[src/hdl/bstpu_pkg.sv]
// Package for the spanning-tree port update block.
// Field widths, register map codes and the configuration struct.
// No dependencies.
`timescale 1ns / 1ps

package bstpu_pkg;

   localparam int DEFAULT_NUM_PORTS = 16;

   localparam int ID_W       = 16;
   localparam int DIST_W     = 8;
   localparam int PORT_W     = 4;
   localparam int USED_W     = 5;
   localparam int BPORT_W    = 5;
   localparam int MASK_W     = 16;
   localparam int CSR_DATA_W = 32;
   localparam int CSR_ADDR_W = 3;

   localparam logic [BPORT_W-1:0] NO_PORT       = 5'd16;
   localparam logic [USED_W-1:0]  PORTS_USED_RST = 5'd16;
   localparam logic [DIST_W-1:0]  DIST_MAX      = 8'hFF;

   typedef enum logic {
      REG_BRIDGE_ID  = 1'b0,
      REG_PORTS_USED = 1'b1
   } reg_index_type;

   typedef struct packed {
      logic [ID_W-1:0]   bridge_id;
      logic [USED_W-1:0] ports_used;
      logic              init;
      logic [ID_W-1:0]   init_id;
   } cfg_type;

endpackage

[src/hdl/bstpu_csr.sv]
// Configuration registers of the spanning-tree port update block.
// APB-style write/read port; drives the configuration struct.
// Depends on bstpu_pkg.
`timescale 1ns / 1ps

module bstpu_csr (
   input  logic                             clock,
   input  logic                             reset,
   input  logic                             psel,
   input  logic                             penable,
   input  logic                             pwrite,
   input  logic [bstpu_pkg::CSR_ADDR_W-1:0] paddr,
   input  logic [bstpu_pkg::CSR_DATA_W-1:0] pwdata,
   output logic [bstpu_pkg::CSR_DATA_W-1:0] prdata,
   output logic                             pready,
   output bstpu_pkg::cfg_type               cfg
);
   import bstpu_pkg::*;

   logic [ID_W-1:0]   bridge_id_ff;
   logic [ID_W-1:0]   bridge_id_in;
   logic [USED_W-1:0] ports_used_ff;
   logic [USED_W-1:0] ports_used_in;
   logic              wr_en;
   reg_index_type     wr_index;

   assign pready   = 1'b1;
   assign wr_en    = psel & penable & pwrite & pready;
   assign wr_index = reg_index_type'(paddr[2]);

   always_comb begin
      bridge_id_in  = bridge_id_ff;
      ports_used_in = ports_used_ff;
      if (wr_en) begin
         case (wr_index)
            REG_BRIDGE_ID:  bridge_id_in  = pwdata[ID_W-1:0];
            REG_PORTS_USED: ports_used_in = pwdata[USED_W-1:0];
            default: ;
         endcase
      end
   end

   always_ff @(posedge clock) begin
      if (reset) begin
         bridge_id_ff  <= '0;
         ports_used_ff <= PORTS_USED_RST;
      end else begin
         bridge_id_ff  <= bridge_id_in;
         ports_used_ff <= ports_used_in;
      end
   end

   always_comb begin
      case (reg_index_type'(paddr[2]))
         REG_BRIDGE_ID:  prdata = CSR_DATA_W'(bridge_id_ff);
         REG_PORTS_USED: prdata = CSR_DATA_W'(ports_used_ff);
         default:        prdata = '0;
      endcase
   end

   assign cfg.bridge_id  = bridge_id_ff;
   assign cfg.ports_used = ports_used_ff;
   assign cfg.init       = wr_en && (wr_index == REG_BRIDGE_ID);
   assign cfg.init_id    = pwdata[ID_W-1:0];

endmodule

[src/hdl/bridge_spanning_tree_port_update.sv]
// Spanning-tree port update for one bridge: top level.
// Holds the input register, the per-port best tables, node best and result register.
// Depends on bstpu_pkg and bstpu_csr.
`timescale 1ns / 1ps

// Each transaction on req_ carries one configuration message received on one port
// and yields exactly one rsp_ transaction with the open-port mask, the accepted
// flag and the node best configuration after that message. In the input register a
// message is compared against the register-held port tables and the node best;
// the tables and the result register are written when it advances, so one
// message per cycle is sustained while rsp_ready is high; the message passes the
// input register and then the result register before rsp_valid. rsp_ready low
// holds the result and stalls the input register only once the result register
// is occupied. Writing bridge_id reinitialises all tables in the same cycle;
// ports_used counts above NUM_PORTS act as NUM_PORTS.
module bridge_spanning_tree_port_update #(
   parameter int NUM_PORTS = bstpu_pkg::DEFAULT_NUM_PORTS
) (
   input  logic                             clock,
   input  logic                             reset,
   input  logic                             req_valid,
   output logic                             req_ready,
   input  logic [bstpu_pkg::PORT_W-1:0]     req_port_index,
   input  logic [bstpu_pkg::ID_W-1:0]       req_msg_root,
   input  logic [bstpu_pkg::DIST_W-1:0]     req_msg_distance,
   input  logic [bstpu_pkg::ID_W-1:0]       req_msg_sender,
   output logic                             rsp_valid,
   input  logic                             rsp_ready,
   output logic [bstpu_pkg::MASK_W-1:0]     rsp_open_mask,
   output logic                             rsp_accepted,
   output logic [bstpu_pkg::ID_W-1:0]       rsp_best_root,
   output logic [bstpu_pkg::DIST_W-1:0]     rsp_best_distance,
   output logic [bstpu_pkg::ID_W-1:0]       rsp_best_sender,
   output logic [bstpu_pkg::BPORT_W-1:0]    rsp_root_port,
   input  logic                             psel,
   input  logic                             penable,
   input  logic                             pwrite,
   input  logic [bstpu_pkg::CSR_ADDR_W-1:0] paddr,
   input  logic [bstpu_pkg::CSR_DATA_W-1:0] pwdata,
   output logic [bstpu_pkg::CSR_DATA_W-1:0] prdata,
   output logic                             pready
);
   import bstpu_pkg::*;

   localparam int OUT_BITS = (NUM_PORTS < MASK_W) ? NUM_PORTS : MASK_W;

   function automatic logic triple_less(
      input logic [ID_W-1:0] r1, input logic [DIST_W-1:0] d1, input logic [ID_W-1:0] s1,
      input logic [ID_W-1:0] r2, input logic [DIST_W-1:0] d2, input logic [ID_W-1:0] s2
   );
      logic lt;
      if (r1 != r2)
         lt = r1 < r2;
      else if (d1 != d2)
         lt = d1 < d2;
      else
         lt = s1 < s2;
      return lt;
   endfunction

   cfg_type cfg;

   bstpu_csr u_csr (
      .clock   (clock),
      .reset   (reset),
      .psel    (psel),
      .penable (penable),
      .pwrite  (pwrite),
      .paddr   (paddr),
      .pwdata  (pwdata),
      .prdata  (prdata),
      .pready  (pready),
      .cfg     (cfg)
   );

   // input register
   logic              in_valid_ff;
   logic              in_valid_in;
   logic [PORT_W-1:0] in_port_ff;
   logic [ID_W-1:0]   in_root_ff;
   logic [DIST_W-1:0] in_dist_ff;
   logic [ID_W-1:0]   in_sender_ff;

   // port tables and node best
   logic [ID_W-1:0]      root_ff   [NUM_PORTS];
   logic [ID_W-1:0]      root_in   [NUM_PORTS];
   logic [DIST_W-1:0]    dist_ff   [NUM_PORTS];
   logic [DIST_W-1:0]    dist_in   [NUM_PORTS];
   logic [ID_W-1:0]      sender_ff [NUM_PORTS];
   logic [ID_W-1:0]      sender_in [NUM_PORTS];
   logic [ID_W-1:0]      node_root_ff,   node_root_in;
   logic [DIST_W-1:0]    node_dist_ff,   node_dist_in;
   logic [ID_W-1:0]      node_sender_ff, node_sender_in;
   logic [BPORT_W-1:0]   best_port_ff,   best_port_in;
   logic [NUM_PORTS-1:0] port_open_ff,   port_open_in;

   // result register
   logic              out_valid_ff;
   logic              out_valid_in;
   logic [MASK_W-1:0] out_mask_ff;
   logic              out_acc_ff;
   logic [ID_W-1:0]   out_root_ff;
   logic [DIST_W-1:0] out_dist_ff;
   logic [ID_W-1:0]   out_sender_ff;
   logic [BPORT_W-1:0] out_port_ff;

   logic                 advance;
   logic                 load;
   logic [NUM_PORTS-1:0] hit;
   logic [NUM_PORTS-1:0] in_use;
   logic [ID_W-1:0]      sel_root;
   logic [DIST_W-1:0]    sel_dist;
   logic [ID_W-1:0]      sel_sender;
   logic                 port_ok;
   logic                 msg_acc;
   logic                 node_upd;
   logic [DIST_W-1:0]    dist_sat;
   logic [BPORT_W-1:0]   best_port_new;
   logic [NUM_PORTS-1:0] mask_new;
   logic [ID_W-1:0]      sender_new;

   assign advance     = in_valid_ff && (!out_valid_ff || rsp_ready);
   assign req_ready   = !in_valid_ff || advance;
   assign load        = req_valid && req_ready;
   assign in_valid_in = load || (in_valid_ff && !advance);

   always_comb begin
      sel_root   = '0;
      sel_dist   = '0;
      sel_sender = '0;
      for (int p = 0; p < NUM_PORTS; p++) begin
         hit[p]    = (32'(p) == 32'(in_port_ff));
         in_use[p] = (32'(p) < 32'(cfg.ports_used));
         if (hit[p]) begin
            sel_root   = sel_root | root_ff[p];
            sel_dist   = sel_dist | dist_ff[p];
            sel_sender = sel_sender | sender_ff[p];
         end
      end
      port_ok  = |(hit & in_use & port_open_ff);
      msg_acc  = port_ok && triple_less(in_root_ff, in_dist_ff, in_sender_ff,
                                        sel_root, sel_dist, sel_sender);
      dist_sat = (in_dist_ff == DIST_MAX) ? DIST_MAX : in_dist_ff + DIST_W'(1);
      node_upd = msg_acc && triple_less(in_root_ff, dist_sat, in_sender_ff,
                                        node_root_ff, node_dist_ff, node_sender_ff);
      best_port_new = node_upd ? BPORT_W'(in_port_ff) : best_port_ff;

      for (int p = 0; p < NUM_PORTS; p++) begin
         sender_new  = (msg_acc && hit[p]) ? in_sender_ff : sender_ff[p];
         mask_new[p] = in_use[p] &&
                       ((sender_new == cfg.bridge_id) || (32'(p) == 32'(best_port_new)));
      end

      for (int p = 0; p < NUM_PORTS; p++) begin
         root_in[p]   = root_ff[p];
         dist_in[p]   = dist_ff[p];
         sender_in[p] = sender_ff[p];
      end
      node_root_in   = node_root_ff;
      node_dist_in   = node_dist_ff;
      node_sender_in = node_sender_ff;
      best_port_in   = best_port_ff;
      port_open_in   = port_open_ff;

      if (cfg.init) begin
         for (int p = 0; p < NUM_PORTS; p++) begin
            root_in[p]   = cfg.init_id;
            dist_in[p]   = '0;
            sender_in[p] = cfg.init_id;
         end
         node_root_in   = cfg.init_id;
         node_dist_in   = '0;
         node_sender_in = cfg.init_id;
         best_port_in   = NO_PORT;
         port_open_in   = '1;
      end else if (advance) begin
         for (int p = 0; p < NUM_PORTS; p++) begin
            if (msg_acc && hit[p]) begin
               root_in[p]   = in_root_ff;
               dist_in[p]   = dist_sat;
               sender_in[p] = in_sender_ff;
            end
            if (node_upd && in_use[p])
               root_in[p] = in_root_ff;
         end
         if (node_upd) begin
            node_root_in   = in_root_ff;
            node_dist_in   = dist_sat;
            node_sender_in = in_sender_ff;
         end
         best_port_in = best_port_new;
         port_open_in = mask_new;
      end
   end

   assign out_valid_in = advance || (out_valid_ff && !rsp_ready);

   always_ff @(posedge clock) begin
      if (reset) begin
         in_valid_ff  <= 1'b0;
         out_valid_ff <= 1'b0;
      end else begin
         in_valid_ff  <= in_valid_in;
         out_valid_ff <= out_valid_in;
      end
   end

   always_ff @(posedge clock) begin
      if (load) begin
         in_port_ff   <= req_port_index;
         in_root_ff   <= req_msg_root;
         in_dist_ff   <= req_msg_distance;
         in_sender_ff <= req_msg_sender;
      end
      if (advance) begin
         out_mask_ff   <= MASK_W'(mask_new[OUT_BITS-1:0]);
         out_acc_ff    <= msg_acc;
         out_root_ff   <= node_root_in;
         out_dist_ff   <= node_dist_in;
         out_sender_ff <= node_sender_in;
         out_port_ff   <= best_port_new;
      end
   end

   always_ff @(posedge clock) begin
      if (reset) begin
         for (int p = 0; p < NUM_PORTS; p++) begin
            root_ff[p]   <= '0;
            dist_ff[p]   <= '0;
            sender_ff[p] <= '0;
         end
         node_root_ff   <= '0;
         node_dist_ff   <= '0;
         node_sender_ff <= '0;
         best_port_ff   <= NO_PORT;
         port_open_ff   <= '1;
      end else begin
         for (int p = 0; p < NUM_PORTS; p++) begin
            root_ff[p]   <= root_in[p];
            dist_ff[p]   <= dist_in[p];
            sender_ff[p] <= sender_in[p];
         end
         node_root_ff   <= node_root_in;
         node_dist_ff   <= node_dist_in;
         node_sender_ff <= node_sender_in;
         best_port_ff   <= best_port_in;
         port_open_ff   <= port_open_in;
      end
   end

   assign rsp_valid         = out_valid_ff;
   assign rsp_open_mask     = out_mask_ff;
   assign rsp_accepted      = out_acc_ff;
   assign rsp_best_root     = out_root_ff;
   assign rsp_best_distance = out_dist_ff;
   assign rsp_best_sender   = out_sender_ff;
   assign rsp_root_port     = out_port_ff;

endmodule

[config.mk]
export PLATFORM = sky130hd
export DESIGN_NAME = bridge_spanning_tree_port_update
export DESIGN_NICKNAME = d
export VERILOG_FILES = /design/src/hdl/bstpu_pkg.sv /design/src/hdl/bstpu_csr.sv /design/src/hdl/bridge_spanning_tree_port_update.sv
export SDC_FILE = /design/constraint.sdc
export NUM_CORES = 2
export LEC_CHECK = 0
export BUFFER_PORTS_ARGS = -buffer_cell sky130_fd_sc_hd__buf_2
export CORE_AREA = 2 2 326 328
export DETAILED_ROUTE_END_ITERATION = 7
export DIE_AREA = 0 0 328 330
export GPL_TIMING_DRIVEN = 0
export PLACE_DENSITY_LB_ADDON = 0.08
export SYNTH_ARGS = -nofsm -noshare
export SYNTH_HDL_FRONTEND = slang
export SYNTH_SLANG_ARGS = --single-unit
[constraint.sdc]
create_clock -name clock -period 6.3 [get_ports clock]
set_input_delay 0.63 -clock clock [delete_from_list [all_inputs] [get_ports clock]]
set_output_delay 0.63 -clock clock [all_outputs]
set_load 0.005 [all_outputs]
* After elaboration in Yosys (flattened, before gate mapping)
Memories as Yosys holds them, arrays and structs flattened. Cells that the tools add are included.
Word-level totals: register bits 190, memory bits (writable) 640, input port bits 86, output and inout bits 97, word-level logic and storage cells 464, memories kept 3
Memories:
- root_ff | depth 16, width 16, read ports 16, clocked after memory_dff 0, wr ports 16, line bridge_spanning_tree_port_update.sv:85 | logic [ID_W-1:0] root_ff [NUM_PORTS];
- sender_ff | depth 16, width 16, read ports 16, clocked after memory_dff 0, wr ports 16, line bridge_spanning_tree_port_update.sv:89 | logic [ID_W-1:0] sender_ff [NUM_PORTS];
- dist_ff | depth 16, width 8, read ports 16, clocked after memory_dff 0, wr ports 16, line bridge_spanning_tree_port_update.sv:87 | logic [DIST_W-1:0] dist_ff [NUM_PORTS];
Cells by class: $add $sub $neg 1, magnitude comparators 22, equal/unequal tests 51, mux-type cells 185, bitwise gates (word level) 98, reduce and logical (&&, ||, !) cells 85
Operators by type and width (number):
- $mux 16 | 118
- $mux 256 | 4
- $or 16x16->16 | 30
- $mux 8 | 52
- $eq 16x16->1 | 16
- $mux 128 | 2
- $or 8x8->8 | 15
- $lt 16x16->1 | 4
- $pmux 32 s2 | 1
- $logic_and 1x1->1 | 55
- $or 1x1->1 | 48
- $eq 4x5->1 const A | 8
- $lt 4x5->1 const A | 8
- $and 16x16->16 | 2
- $eq 4x4->1 const A | 8
- $ne 16x16->1 | 2
- $eq 3x5->1 const A | 4
- $logic_or 1x1->1 | 20
- $lt 3x5->1 const A | 4
- $eq 3x4->1 const A | 4
- $lt 8x8->1 | 2
- $ne 8x8->1 | 2
- $reduce_or 16->1 | 1
- $eq 2x5->1 const A | 2
- other kinds (16) | 30

* Logic depth before layout (Yosys ltp)
depth after elaboration 42, mapped depth 24, depth with buffers taken out 17

* Cells and area by module
From an unflattened synthesis, not the netlist that was laid out.
Second synthesis, totals: cells, all modules 4391, area total of the unflattened synthesis 39748.1 µm²
Modules (own cells, without submodules):
- bridge_spanning_tree_port_update | instances 1, cells an instance 4250, area each 38426.9 µm², seq. area each 17256.6 µm²
- bstpu_csr | instances 1, cells an instance 141, area each 1321.3 µm², seq. area each 420.4 µm²

* Worst setup path after synthesis
Ideal clock, no wire load.
path kind register to register, from register in_port_ff[2], to register out_dist_ff[6] (netlist: rsp_best_distance[6]) (data pin), library setup time 0.266 ns, arrival 4.795 ns, required time 6.034 ns, path slack 1.239 ns, cell stages (with the launch flop) 23, buffers on the path 6, period minus slack after synthesis 5.061 ns, path through edfxtp_1 buf_2 nor4b_1 clkbuf_1 clkbuf_1 a22o_1 a221oi_1 nand3_1 nor2_1 ha_1 a21oi_1 o21ai_0 a2111oi_0 nand3_1 o2111a_1 buf_2 nor2_8 o21ai_4 nor2_1 buf_2 buf_2 mux2i_1 nor2_1
Between the ends: longest elaborated chain between the ends 40, elaborated cells on any way between the ends 124, classes of those cells order compare: 3; eq/ne: 17; mux: 53; bitwise: 47; reduce/logical: 4
Ends and longest elaborated chain:
- start: declaration | line bridge_spanning_tree_port_update.sv:79 | logic [PORT_W-1:0] in_port_ff;
- start signal: assignment | line bridge_spanning_tree_port_update.sv:210 | in_port_ff <= req_port_index;
- $logic_not 4->1 | line bridge_spanning_tree_port_update.sv:132 | hit[p] = (32'(p) == 32'(in_port_ff));
- $mux 16 / $mux 8 (equally long branches) | line bridge_spanning_tree_port_update.sv:134 | if (hit[p]) begin
- $or 16x16->16 / $or 8x8->8 (equally long branches) | line bridge_spanning_tree_port_update.sv:137, bridge_spanning_tree_port_update.sv:136
- $mux 16 / $mux 8 (equally long branches) | line bridge_spanning_tree_port_update.sv:134
- $or 16x16->16 / $or 8x8->8 (equally long branches) | line bridge_spanning_tree_port_update.sv:137, bridge_spanning_tree_port_update.sv:136
- $mux 16 / $mux 8 (equally long branches) | line bridge_spanning_tree_port_update.sv:134
- $or 16x16->16 / $or 8x8->8 (equally long branches) | line bridge_spanning_tree_port_update.sv:137, bridge_spanning_tree_port_update.sv:136
- $mux 16 / $mux 8 (equally long branches) | line bridge_spanning_tree_port_update.sv:134
- [25 not listed]
- $mux 1 | line bridge_spanning_tree_port_update.sv:54 | else if (d1 != d2)
- $mux 1 | line bridge_spanning_tree_port_update.sv:52 | if (r1 != r2)
- $logic_and 1x1->1 (*) | line bridge_spanning_tree_port_update.sv:141 | msg_acc = port_ok && triple_less(in_root_ff, in_dist_ff, in_sender_ff,
- $logic_and 1x1->1 (*) | line bridge_spanning_tree_port_update.sv:144 | node_upd = msg_acc && triple_less(in_root_ff, dist_sat, in_sender_ff,
- $mux 8 (*) | line bridge_spanning_tree_port_update.sv:186 | if (node_upd) begin
- $mux 8 (*) | line bridge_spanning_tree_port_update.sv:176 | end else if (advance) begin
- $mux 8 (*) | line bridge_spanning_tree_port_update.sv:165 | if (cfg.init) begin
- named net node_dist_in[6] | line bridge_spanning_tree_port_update.sv:92 | logic [DIST_W-1:0] node_dist_ff, node_dist_in;
- end signal: assignment | line bridge_spanning_tree_port_update.sv:219 | out_dist_ff <= node_dist_in;
- end: declaration | line bridge_spanning_tree_port_update.sv:103 | logic [DIST_W-1:0] out_dist_ff;
The timed path passes the listed nets; every way through them passes the cells marked *. A chain may end at the register's enable or synchronous reset.

* Worst setup path after layout
from register in_port_ff[0], to register out_mask_ff[9] (netlist: rsp_open_mask[9]) (data pin)
Between the ends: longest elaborated chain between the ends 41, elaborated cells on any way between the ends 128, classes of those cells order compare: 3; eq/ne: 19; mux: 52; bitwise: 47; reduce/logical: 7
Ends and longest elaborated chain:
- $logic_not 4->1 | line bridge_spanning_tree_port_update.sv:132
- $mux 16 / $mux 8 (equally long branches) | line bridge_spanning_tree_port_update.sv:134
- $or 16x16->16 / $or 8x8->8 (equally long branches) | line bridge_spanning_tree_port_update.sv:137, bridge_spanning_tree_port_update.sv:136
- $mux 16 / $mux 8 (equally long branches) | line bridge_spanning_tree_port_update.sv:134
- $or 16x16->16 / $or 8x8->8 (equally long branches) | line bridge_spanning_tree_port_update.sv:137, bridge_spanning_tree_port_update.sv:136
- $mux 16 / $mux 8 (equally long branches) | line bridge_spanning_tree_port_update.sv:134
- $or 16x16->16 / $or 8x8->8 (equally long branches) | line bridge_spanning_tree_port_update.sv:137, bridge_spanning_tree_port_update.sv:136
- $mux 16 / $mux 8 (equally long branches) | line bridge_spanning_tree_port_update.sv:134
- [26 not listed]
- $mux 1 | line bridge_spanning_tree_port_update.sv:52
- $logic_and 1x1->1 | line bridge_spanning_tree_port_update.sv:141
- $logic_and 1x1->1 (on tied branches) | line bridge_spanning_tree_port_update.sv:149, bridge_spanning_tree_port_update.sv:144
- $mux 16 / $mux 5 (equally long branches) | line bridge_spanning_tree_port_update.sv:149, bridge_spanning_tree_port_update.sv:146
- $eq 16x16->1 / $eq 4x5->1 (equally long branches) | line bridge_spanning_tree_port_update.sv:151 | ((sender_new == cfg.bridge_id) || (32'(p) == 32'(best_port_new)));
- $logic_or 1x1->1 (*) | line bridge_spanning_tree_port_update.sv:151
- $logic_and 1x1->1 (*) | line bridge_spanning_tree_port_update.sv:150 | mask_new[p] = in_use[p] &&
- named net mask_new[9] | line bridge_spanning_tree_port_update.sv:119 | logic [NUM_PORTS-1:0] mask_new;
- end signal: assignment | line bridge_spanning_tree_port_update.sv:216 | out_mask_ff <= MASK_W'(mask_new[OUT_BITS-1:0]);
- end: declaration | line bridge_spanning_tree_port_update.sv:100 | logic [MASK_W-1:0] out_mask_ff;
Marks and branches as above.

==> flow_metrics.tcl <==
set metrics [dict create \
    path_clk_slew_ns 0.06 \
    wl_per_cell_microns 33.37 \
    power.switching_mw 3.781 \
    cts_root_buf "clkbuf_16" \
    pin_count 183 \
    gp_congestion 1.062 \
    fin_worst_skew_ns 0.03216 \
    cts_tree "done" \
    drive_above_1_share_pct 14.21 \
    p_int_mw 9.368 \
    clk_path_buf_depth 3 \
    peakVddDrop_mv 0.2301 \
    clock_latency_ns 0.72 \
    dr_total_vias 40193 \
    final_nets 5196 \
    synth_warnings 0 \
    dieWidth_microns 328 \
    post-route-util_pct 46.61 \
    drv_slew 11 \
    routed_wl_mm 216.9 \
    finalSetupViolations 1 \
    drtIter0Drc 5374 \
    die-area_sq_um 108200 \
    cts_sinks 830 \
    core_area_sq_um 104700 \
    synthDistinctLibCells 83 \
    tightestPinTransition_ns 1.517 \
    yosysTopAreaCell "dfxtp_1" \
    syn2layout_area_growth_pct 17.55 \
    yosys-top-cells-area "dfxtp_1 (35%), mux2i_1 (8.1%), edfxtp_1 (7.7%), nand2_1 (6.6%), a31oi_1 (4.1%)" \
    required_ns 6.75 \
    synth_seq_cells 830 \
    synth-async-reset-ratio_pct 0 \
    slew_headroom_pct -1.113 \
    powerDensity_nw_per_um2 269.5 \
    crit_fanout 10 \
    yosysTopAreaCellShare_pct 34.92 \
    die_h_microns 330 \
    p_sw_share_pct 28.75 \
    ys.flop_type "dfxtp_1" \
    total_power_mw 13.15 \
    outcome "complete, but fails checks" \
    placed_cell_area_sq_um 44150 \
    final_common_cell "nand2_1" \
    violations "capacitance limit, slew limit, setup timing" \
    worstSetupEndpointType "flip-flop" \
    dpl.cell_count 6258 \
    p_clk_share_pct 43.7 \
    period_minus_slack_ns 6.332 \
    fmax_mhz 157.9 \
    drc 0 \
    setup.worst_path.class "reg -> reg" \
    drv_cap 1 \
    antenna_found_initial 10 \
    crit_path_start_kind "flip-flop" \
    p_comb_share_pct 12.6 \
    hpwlAfterDp_mm 169.1 \
    vias_per_cell 6.182 \
    worst_slack_ns -0.03176 \
    final_hold_viol_count 0 \
    synth_area_per_cell_sq_um 8.828 \
    track_usage_pct 39.17 \
    netlist_area_sq_um 41500 \
    io_buffers 146 \
    finalCritPeriodShare_pct 100.5 \
    num_rows 119 \
    rsz0062_at_grt "true" \
    grt_pass1_wl_mm 298.2 \
    p_leak_nw 18.88 \
    grt_max_degree 45 \
    htreeDepth 3 \
    dp_slack_ns -3.070 \
    grt_pass1_vias 37263 \
    syn_inst 4701 \
    final_cell_mix "nand2_1 (732), dfxtp_1 (724), mux2i_1 (334), clkbuf_1 (271), a31oi_1 (266)" \
    finalNonFillerCells 6502 \
    power.share.sequential_pct 43.6 \
    start_util_pct 39.65 \
    drt_pass1_iterations 7 \
    worstPathArrival_ns 6.78 \
    synth-edff-count 106 \
    whs_ns 0.09964 \
    min_path_type "in -> reg" \
    ys_seq_area_share_pct 42.59 \
    overflow 0 \
    tns_ns -0.03176 \
    ant_nets 0 \
    cts_buffers 95 \
    fin_area_sq_um 48790 \
]
==> critical path, cell delays in order (launching register included) <==
cell	delay (ns)
edfxtp_1	0.55
buf_4	0.27
nor4bb_1	0.07
clkbuf_2	0.20
clkbuf_4	0.28
clkbuf_2	0.28
a221oi_1	0.52
nand3_1	0.34
nor2_1	0.29
ha_1	0.20
nand4_1	0.11
or4_1	0.60
a21o_1	0.20
o211a_2	0.20
o22ai_4	0.38
nor2_8	0.14
o21ai_4	0.19
buf_6	0.23
a21boi_0	0.61
a2bb2oi_1	0.29
nor2_1	0.08
==> sequential cells by signal, summed over array words and instances (netlist names), 8 cells and up <==
name	cells
dist_ff	128
in_dist_ff	8
in_root_ff	16
in_sender_ff	16
node_dist_ff	8
node_root_ff	16
node_sender_ff	16
port_open_ff	16
root_ff	256
rsp_best_distance	8
rsp_best_root	16
rsp_best_sender	16
rsp_open_mask	16
sender_ff	256
u_csr.bridge_id_ff	16
==> path summary, 6_finish.rpt <==
path | cells after the start | start | slack (ns) | endpoint
max | 20 | in_port_ff[0]$_DFFE_PP_ | -0.03 | rsp_open_mask[9]$_DFFE_PP_
min | 1 | req_msg_sender[10] | 0.1 | in_sender_ff[10]$_DFFE_PP_
max reg2reg | 20 | in_port_ff[0]$_DFFE_PP_ | -0.03 | rsp_open_mask[9]$_DFFE_PP_
min reg2reg | 2 | dist_ff[0][6]$_SDFFE_PP0P_ | 0.45 | dist_ff[0][6]$_SDFFE_PP0P_
==> cell families (layout without fill, tap and decap cells) <==
logic type	Yosys count	count (layout)	share of synthesized area (%)
AND/OR/NAND/NOR	1593	1593	18.07
AO/OA/AOI/OAI	1092	1092	18.56
flip-flops	830	830	42.59
buffers and inverters	550	943	5.553
multiplexers	353	353	8.568
XOR/XNOR	202	202	4.263
adder cells (fa/ha/maj)	79	79	2.382
other	2	19	0.01810
==> metal layers <==
layer,GRT usage (%),vias to the layer above,routed length (microns)
li1,-,17408,-
met1,54.93,19904,94110
met2,56.29,2402,88190
met3,9.831,475,23160
met4,17.92,4,11460
met5,0,-,28
==> what timing repair did <==
action / CTS / global route
setup buffers: 62 / 8
gates resized for setup: 193 / 111
endpoints found under the setup margin: 763 / 593
pin swaps: 20 / 7
hold buffers: 0 / 0
==> cell type report <==
| class | count | area, sq um |
|---|---|---|
| inverter | 84 | 315.3 |
| multi-input combinational | 3336 | 22120 |
| antenna | 2 | 5.005 |
| tap | 1391 | 1740 |
| sequential | 830 | 17680 |
| clock inverter | 34 | 384.1 |
| timing repair buffer | 222 | 1519 |
| clock buffer | 141 | 2763 |
| buffer | 462 | 2267 |
| fill | 10420 | 55880 |
==> cell usage after synthesis, types with 6 or more instances <==
cell type and number:
nand2_1 735, dfxtp_1 724, mux2i_1 335, clkbuf_1 332
a31oi_1 270, nand2b_1 257, nor2_1 237, a21oi_1 198
a22oi_1 163, xnor2_1 147, nand3_1 127, edfxtp_1 106
a221oi_1 102, a211oi_1 90, inv_1 81, ha_1 79
a22o_1 78, nand4_1 57, xor2_1 55, buf_1 49
buf_2 48, o21ai_0 39, or2_2 39, nor4_1 30
buf_4 26, nor2b_1 23, nor3_1 20, a21boi_0 18
mux2_2 18, a21o_1 14, o22ai_1 13, a21oi_4 12
buf_6 11, o31ai_1 11, nand3_2 10, and2_1 8
and4_1 8, o211ai_1 8, nor2_2 7, o21a_1 7
and3_1 6, o21ai_1 6, o221ai_1 6
==> power groups by stage <==
stage | sequential, mW | combinational (mW) | clock, mW
2_1_floorplan | 5.77 | 0.861 | 0
3_3_place_gp | 5.84 | 1.51 | 0
3_5_place_dp | 5.84 | 1.52 | 0
4_1_cts | 5.73 | 1.57 | 5.77
5_1_grt | 5.75 | 1.71 | 5.97
6_report | 5.74 | 1.66 | 5.75
Power figures use the tool's default switching activity.
